`src/hw/rtl/drt_pkg.sv`:
```
// Package: shared types and constants for the dedup reference-count table.
package drt_pkg;

    localparam int ENTRIES   = 1024;
    localparam int IDX_W     = $clog2(ENTRIES);
    localparam int CNT_W     = IDX_W + 1;
    localparam int BUCKET_W  = 16;
    localparam int REFS_W    = 32;
    localparam int QDEPTH    = 2;

    localparam logic [1:0] MODE_FIND   = 2'd0;
    localparam logic [1:0] MODE_INSERT = 2'd1;
    localparam logic [1:0] MODE_REF    = 2'd2;
    localparam logic [1:0] MODE_UNREF  = 2'd3;

    localparam logic [1:0] ST_OK      = 2'd0;
    localparam logic [1:0] ST_NOMATCH = 2'd1;
    localparam logic [1:0] ST_FULL    = 2'd2;

    localparam logic [REFS_W-1:0] REFS_MAX = '1;

    typedef struct packed {
        logic [1:0]  mode;
        logic [63:0] digest_w0;
        logic [63:0] digest_w1;
        logic [63:0] digest_w2;
        logic [63:0] digest_w3;
        logic [63:0] blk_num;
    } t_req;

    typedef struct packed {
        logic [1:0]  status;
        logic [63:0] found_block;
    } t_rsp;

    // request after classification by the front end
    typedef struct packed {
        t_req                req;
        logic                by_digest;
        logic [BUCKET_W-1:0] bucket;
    } t_cmd;

    function automatic logic [BUCKET_W-1:0] bucket_of(input t_req r);
        logic [31:0] h;
        h = r.digest_w0[31:0] ^ r.digest_w0[63:32] ^ r.digest_w1[31:0] ^ r.digest_w1[63:32]
          ^ r.digest_w2[31:0] ^ r.digest_w2[63:32] ^ r.digest_w3[31:0] ^ r.digest_w3[63:32];
        return h[BUCKET_W-1:0];
    endfunction

endpackage

```
`src/hw/rtl/drt_front.sv`:
```
// Front end: takes requests, computes bucket and lookup kind, feeds command queue.
module drt_front import drt_pkg::*; (
    input  logic i_clk,
    input  logic i_rst_n,
    input  logic i_start,
    input  t_req i_req,
    output logic o_busy,
    output logic o_q_valid,
    output t_cmd o_q_cmd,
    input  logic i_q_pop
);
    localparam int PW = $clog2(QDEPTH);

    t_cmd            r_q [QDEPTH];
    logic [PW-1:0]   r_wp, r_rp;
    logic [PW:0]     r_cnt;
    logic            push;
    t_cmd            cmd;

    // one request at a time: busy until the back end answers
    logic r_pending;

    assign o_busy    = r_pending;
    assign push      = i_start && !r_pending;
    assign o_q_valid = (r_cnt != '0);
    assign o_q_cmd   = r_q[r_rp];

    always_comb begin
        cmd.req       = i_req;
        cmd.by_digest = (i_req.mode == MODE_FIND) || (i_req.mode == MODE_INSERT);
        cmd.bucket    = bucket_of(i_req);
    end

    always_ff @(posedge i_clk) begin
        if (push) begin
            r_q[r_wp] <= cmd;
        end
        if (!i_rst_n) begin
            r_wp      <= '0;
            r_rp      <= '0;
            r_cnt     <= '0;
            r_pending <= 1'b0;
        end else begin
            if (push) begin
                r_wp <= r_wp + 1'b1;
            end
            if (i_q_pop) begin
                r_rp <= r_rp + 1'b1;
            end
            r_cnt <= r_cnt + (PW+1)'(push) - (PW+1)'(i_q_pop);
            if (push) begin
                r_pending <= 1'b1;
            end else if (i_q_pop) begin
                r_pending <= 1'b0;
            end
        end
    end
endmodule

```
`config.mk`:
```
export PLATFORM = sky130hd
export DESIGN_NAME = drt_front
export DESIGN_NICKNAME = d
export VERILOG_FILES = /design/src/hw/rtl/drt_pkg.sv /design/src/hw/rtl/drt_front.sv
export SDC_FILE = /design/constraint.sdc
export NUM_CORES = 1
export LEC_CHECK = 0
export ABC_AREA = 1
export BUFFER_PORTS_ARGS = -buffer_cell sky130_fd_sc_hd__buf_4
export CAP_MARGIN = 30
export CORE_AREA = 2 2 262 264
export CTS_BUF_LIST = sky130_fd_sc_hd__clkbuf_8
export DETAILED_ROUTE_END_ITERATION = 16
export DIE_AREA = 0 0 264 266
export PLACE_DENSITY_LB_ADDON = 0.2
export SYNTH_ARGS = -nofsm -noshare
export SYNTH_HDL_FRONTEND = slang
export SYNTH_SLANG_ARGS = --single-unit
```
`constraint.sdc`:
```
create_clock -name i_clk -period 18.2 [get_ports i_clk]
set_input_delay 2.73 -clock i_clk [delete_from_list [all_inputs] [get_ports i_clk]]
set_output_delay 2.73 -clock i_clk [all_outputs]
set_load 0.03 [all_outputs]
```
-- Word-level counts from Yosys, hierarchy flattened
Memories as Yosys holds them, arrays and structs flattened. A register that Yosys moved wholly into a read port is not among the register bits.
Cells that the tools add are included.
- add/sub/neg operators: 4
- eq/ne operators: 1
- mux-type cells: 6
- bitwise operators: 7
- reductions and logical operators: 6
- operators by type and width (operator ; number):
    16-bit bitwise XOR ; 7
    1-bit 2-to-1 mux ; 6
    2-bit nonzero test ; 2
    1-bit adder, second input constant ; 2
    2-bit by 1-bit adder with 2-bit output ; 1
    2-bit by 1-bit == test with 1-bit output, second input constant ; 1
    2-bit logical NOT ; 1
    2-bit by 1-bit subtractor with 2-bit output ; 1
    1-bit logical AND ; 1
    1-bit logical NOT ; 1
    1-bit logical OR ; 1
- register bits: 5
- bits in writable memories: 678
- memories kept: 1
- memories (memory ; words ; bits a word ; rd ports ; clocked after memory_dff ; wr ports ; RTL line ; RTL):
    r_q ; 2 ; 339 ; 1 ; 1 ; 1 ; drt_front.sv:14 ; t_cmd r_q [QDEPTH];

-- Logic depth before layout (Yosys ltp)
- depth in word-level cells: 7
- gate-level depth with buffers: 9
- gate-level depth less buffers: 9

-- Least setup slack after synthesis
No wires, ideal clock.
- path kind: input-to-reg
- start point: input i_start
- end point: memory r_q[1][0] in the netlist's numbering, enable pin
- data arrival time: 17.030 ns
- slack: 0.123 ns
- cell stages on the path: 4
- buffers on the path: 0
- cell sequence: inv_1 > nor2_1 > inv_1 > nor2_1
- word-level cells in the longest chain between the ends: 3
- RTL lines (what ; RTL line ; RTL):
    start: declaration ; drt_front.sv:5 ; input logic i_start,
    1-bit logical AND ; drt_front.sv:24 ; assign push = i_start && !r_pending;
    1-bit 2-to-1 mux ; drt_front.sv:35 ; if (push) begin
    1-bit 2-to-1 mux (implied by the code) ; drt_front.sv:36 ; r_q[r_wp] <= cmd;
    end: declaration ; drt_front.sv:14 ;
Every way passes these cells.

==> metrics list <==
- Outcome: complete, no violations
* Setup Buffers After CTS: 0
* Post-synth top area cell: edfxtp_1
- Most area-consuming cells after synthesis: edfxtp_1, mux2_4, nand2_1
* Transition time of the tightest slew-check pin: 1.20 ns
- Maximum fanout count along the critical path: between 50 and 60
- Port Buffer Count: 666
* Final-stage net count: between 2000 and 3000
- The floorplan step defined a die boundary enclosing approximately 70000 um^2.
* Total grt overflow: 0
* Library cell used as clock root buffer: clkbuf_8
- In the final routed layout, each cell accounts on average for slightly above 20 um.
- Unrepaired setup endpoints after global routing: false
- The clock net in this run drives a total of 684 sinks.
- After detailed placement, the design holds a cell count of ~3100.
- Remaining routing DRC violations: 0
- CP delay by family, top: buffers and inverters
* Net switching power: 1.02 mW
- Post-synthesis net count: 1865
* Flops & latches, synth: 684
- The detail route stage leaves a number of antenna-violating nets equal to 0.
- The Yosys step of the flow raised 0 warnings.
- Setup violations remaining at the end of the flow were counted as 0.
* Fin. max-slew vios: 0
* Crit Path Category: reg2out
- Across every metal layer, demand over resource in global routing totals 0.184.
- Max-cap violations: 0
- In this run the static leakage power is roughly 15 nW.
- Share of synthesized area occupied by flip-flops and latches: 0.733
- Die extent in x: 264 um
- The worst pin sits at a relative slew slack of 0.198.
- The first global-routing pass estimated 95400 um of wire.
- Post-Syn Area per Cell: 18.2 um^2
* Cell depth of the worst hold path: 2
- The path class of the tightest hold or removal check is reg2reg.
* Final Hold Violating Endpoints: 0
- TritonCTS clock tree: done
* WP buf/inv: 3
* Achievable clock frequency: 0.150 GHz
* Estimated wirelength of the detail-placed design: 48000 um
- Routability-driven placement finished with a final weighted congestion of 0.839.
- Cell with the biggest individual delay on the critical path: buf_4
- In this run the worst setup path terminates at o_q_cmd[15].
- Arrival @ worst endpoint: 3.93 ns
* Internal power summed over all cells: 2.86 mW
* Beginning of the worst register-to-register path: o_busy
- For the final routed database, the setup TNS stands at 0 ns.
* Filler Cell Count: ~5600
- Switching power as a share of total power: 0.263
* DRC violation total after the first TritonRoute iteration: 880
* Resized cells post-CTS: 0
- Netlist area before placement: 28000 um^2
* Nature of the critical path startpoint: flip-flop
- The number of antenna violations at the first check in global routing is 14.
* Part of the cycle the worst path needs: 0.366
* Worst Clk Skew: about 0.031 ns
- Vertical die dimension: 266 um
* Via total after detailed routing: 15314
- Power per cell area: between 100 and 150 nW/um^2
- Min Hold Slack: 0.517 ns
- Summed over all layers, the routed wires come to 67500 um.
- Required @ worst endpoint: 15.47 ns
- List of cells traversed by the critical path: buf_4, buf_4, mux2_2, buf_4
- The floorplan step defined a core boundary enclosing 67700 um^2.
* Maximum count of clock buffers along a single path: 3
- The share of total power dissipated in the clock network is 0.336.
- Post-DR vias/cell: 4.70
- Buffers inserted to repair hold after CTS numbered 0.
- For this run, the number of standard cells in the final layout without fillers is about 3300.
- Area Growth Syn to Fin: 28.7%
* Most used cell along the critical path: buf_4
- Yosys mapped the design onto 20 distinct sky130hd cell types.
* Cells after Synth: between 1500 and 2000
- The critical path crosses 4 cells after its start point.
* Reg-to-reg endpoint: r_q[1][205]
- Combinational fraction of design power: 0.179
- The clock tree synthesis step divided the H-tree into 3 levels.
- I/O Pins: about 670
- Largest stage delay, worst path: approximately 0.84 ns
- For the worst-skew pair, the clock arrives at the later sink with an insertion delay of approximately 0.70 ns.
* Maximum number of pins on one net before global-route repair: 160
- Across the VDD grid, the largest voltage drop is 0.0645 mV.
- The via count of the first global-routing pass is 15724.
- Reg-to-reg setup timing slack: 14.80 ns
* Area share of the largest cell type after synthesis: 0.728
- The share of total power dissipated in sequential elements is 0.485.
- After clock tree synthesis, the clock-pin slew on the worst setup and hold paths is 0.06 ns.
* Initial cell density of the core: 0.413
- Std-Cell Rows: 96
- The worst path in the final design needs a cycle of 6.66 ns, including I/O delays and setup.
* Setup crit end kind: output port
- For the worst flop-to-flop path, the logic depth is 7.
* Total clock buffers created by CTS: 111
- Pre-Repair DR Iteration Count: 5
- Ratio of cells with drive above 1 in the final layout: 0.489
[sequential cells by signal, summed over array words and instances (netlist names), named ones only]
| name | cells |
|---|---|
| r_wp | 1 |
| r_q | 678 |
| r_rp | 1 |
| o_busy | 1 |
| r_cnt | 2 |
[how the worst min path moves through the flow]
stage	from	endpoint	slack, ns
6_report	r_rp	r_rp	0.52
5_1_grt	r_rp	flip-flop	0.57
4_1_cts	r_rp	r_rp	0.53
3_5_place_dp	r_rp	flip-flop	0.51
3_3_place_gp	r_rp	r_rp	0.50
2_1_floorplan	r_rp	flip-flop	0.48
[layout by cell type (no fill, tap or decap), types with 4 or more instances in the layout]
cell type | Yosys | layout
edfxtp_1 | 678 | 678
buf_4 | 0 | 673
mux2_4 | 303 | 303
nand2_1 | 225 | 225
inv_1 | 137 | 170
clkbuf_8 | 0 | 114
nand3_1 | 64 | 64
mux2_2 | 36 | 36
clkinv_1 | 0 | 24
xor2_1 | 16 | 16
nand3b_1 | 16 | 16
bufinv_16 | 0 | 9
clkinv_2 | 0 | 7
diode_2 | 0 | 6
dfxtp_1 | 6 | 5
nor2_1 | 6 | 4
buf_12 | 2 | 4
[synth_stat cells]
cell type and instances:
or2_2 1, o21ai_0 2, buf_6 23, inv_1 137, buf_12 2, xnor2_1 2
nand3_1 64, mux2_2 36, nor3_1 1, edfxtp_1 678, nand3b_1 16, nor2_1 6
mux2_4 303, ha_1 3, buf_8 11, buf_2 2, xor2_1 16, dfxtp_1 6
a21oi_1 2, nand2_1 225
[final cells by class]
class	instances	area, um^2	area share
sequential	684	20500	0.569
multi-input combinational	677	6500	0.181
timing repair buffer	679	5190	0.144
clock buffer	114	1570	0.0436
tap	882	1100	0.0307
clock inverter	81	608	0.0169
inverter	137	514	0.0143
antenna	6	15.0	0.000417
[layer usage]
metal / track usage / wire length [um]
met1: 0.188 / 23400
met2: 0.322 / 35000
met3: 0.0806 / 6510
met4: 0.0885 / 2530
met5: 0 / 80
[power groups by stage]
stage	logic (mW)	clock network [mW]	registers, mW
after detailed placement	0.701	0	1.91
after global routing	0.736	1.41	1.88
final	0.694	1.30	1.88
after floorplan	0.453	0	1.94
after CTS	0.702	1.35	1.88
after global placement	0.691	0	1.91
[worst reg2reg max path: stages, from the launching register on]
cell	delay, ns
dfxtp_1	0.33
nor2_1	0.16
inv_1	0.17
nor2_4	0.11
buf_4	0.70
buf_4	0.81
buf_4	0.38
buf_16	0.30
[stage by stage]
step	instance area, um^2	total power, mW	setup WS, ns	util
floorplan	28000	2.40	0.123	-
global placement	33700	2.60	12.05	0.498
detailed placement	33800	2.61	11.98	0.498
CTS	35900	3.93	11.40	0.531
global route	36000	4.03	11.32	0.531
finish	36000	3.88	11.54	0.531
[cell families (layout without fill, tap and decap cells)]
kind of cell               count (synthesis)  after routing  synth area share
and+or+nand+nor                          313            313            0.0472
xor gates and xnor gates                  18             18           0.00564
DFF                                      684            684             0.733
AOI/OAI and AO/OA                          4              4          0.000716
other                                      0              6                 0
adders and majority gates                  3              3           0.00134
muxes                                    339            339             0.177
buffers and inverters                    175           1011            0.0354
Note: power is estimated with default switching activity, not from simulation.
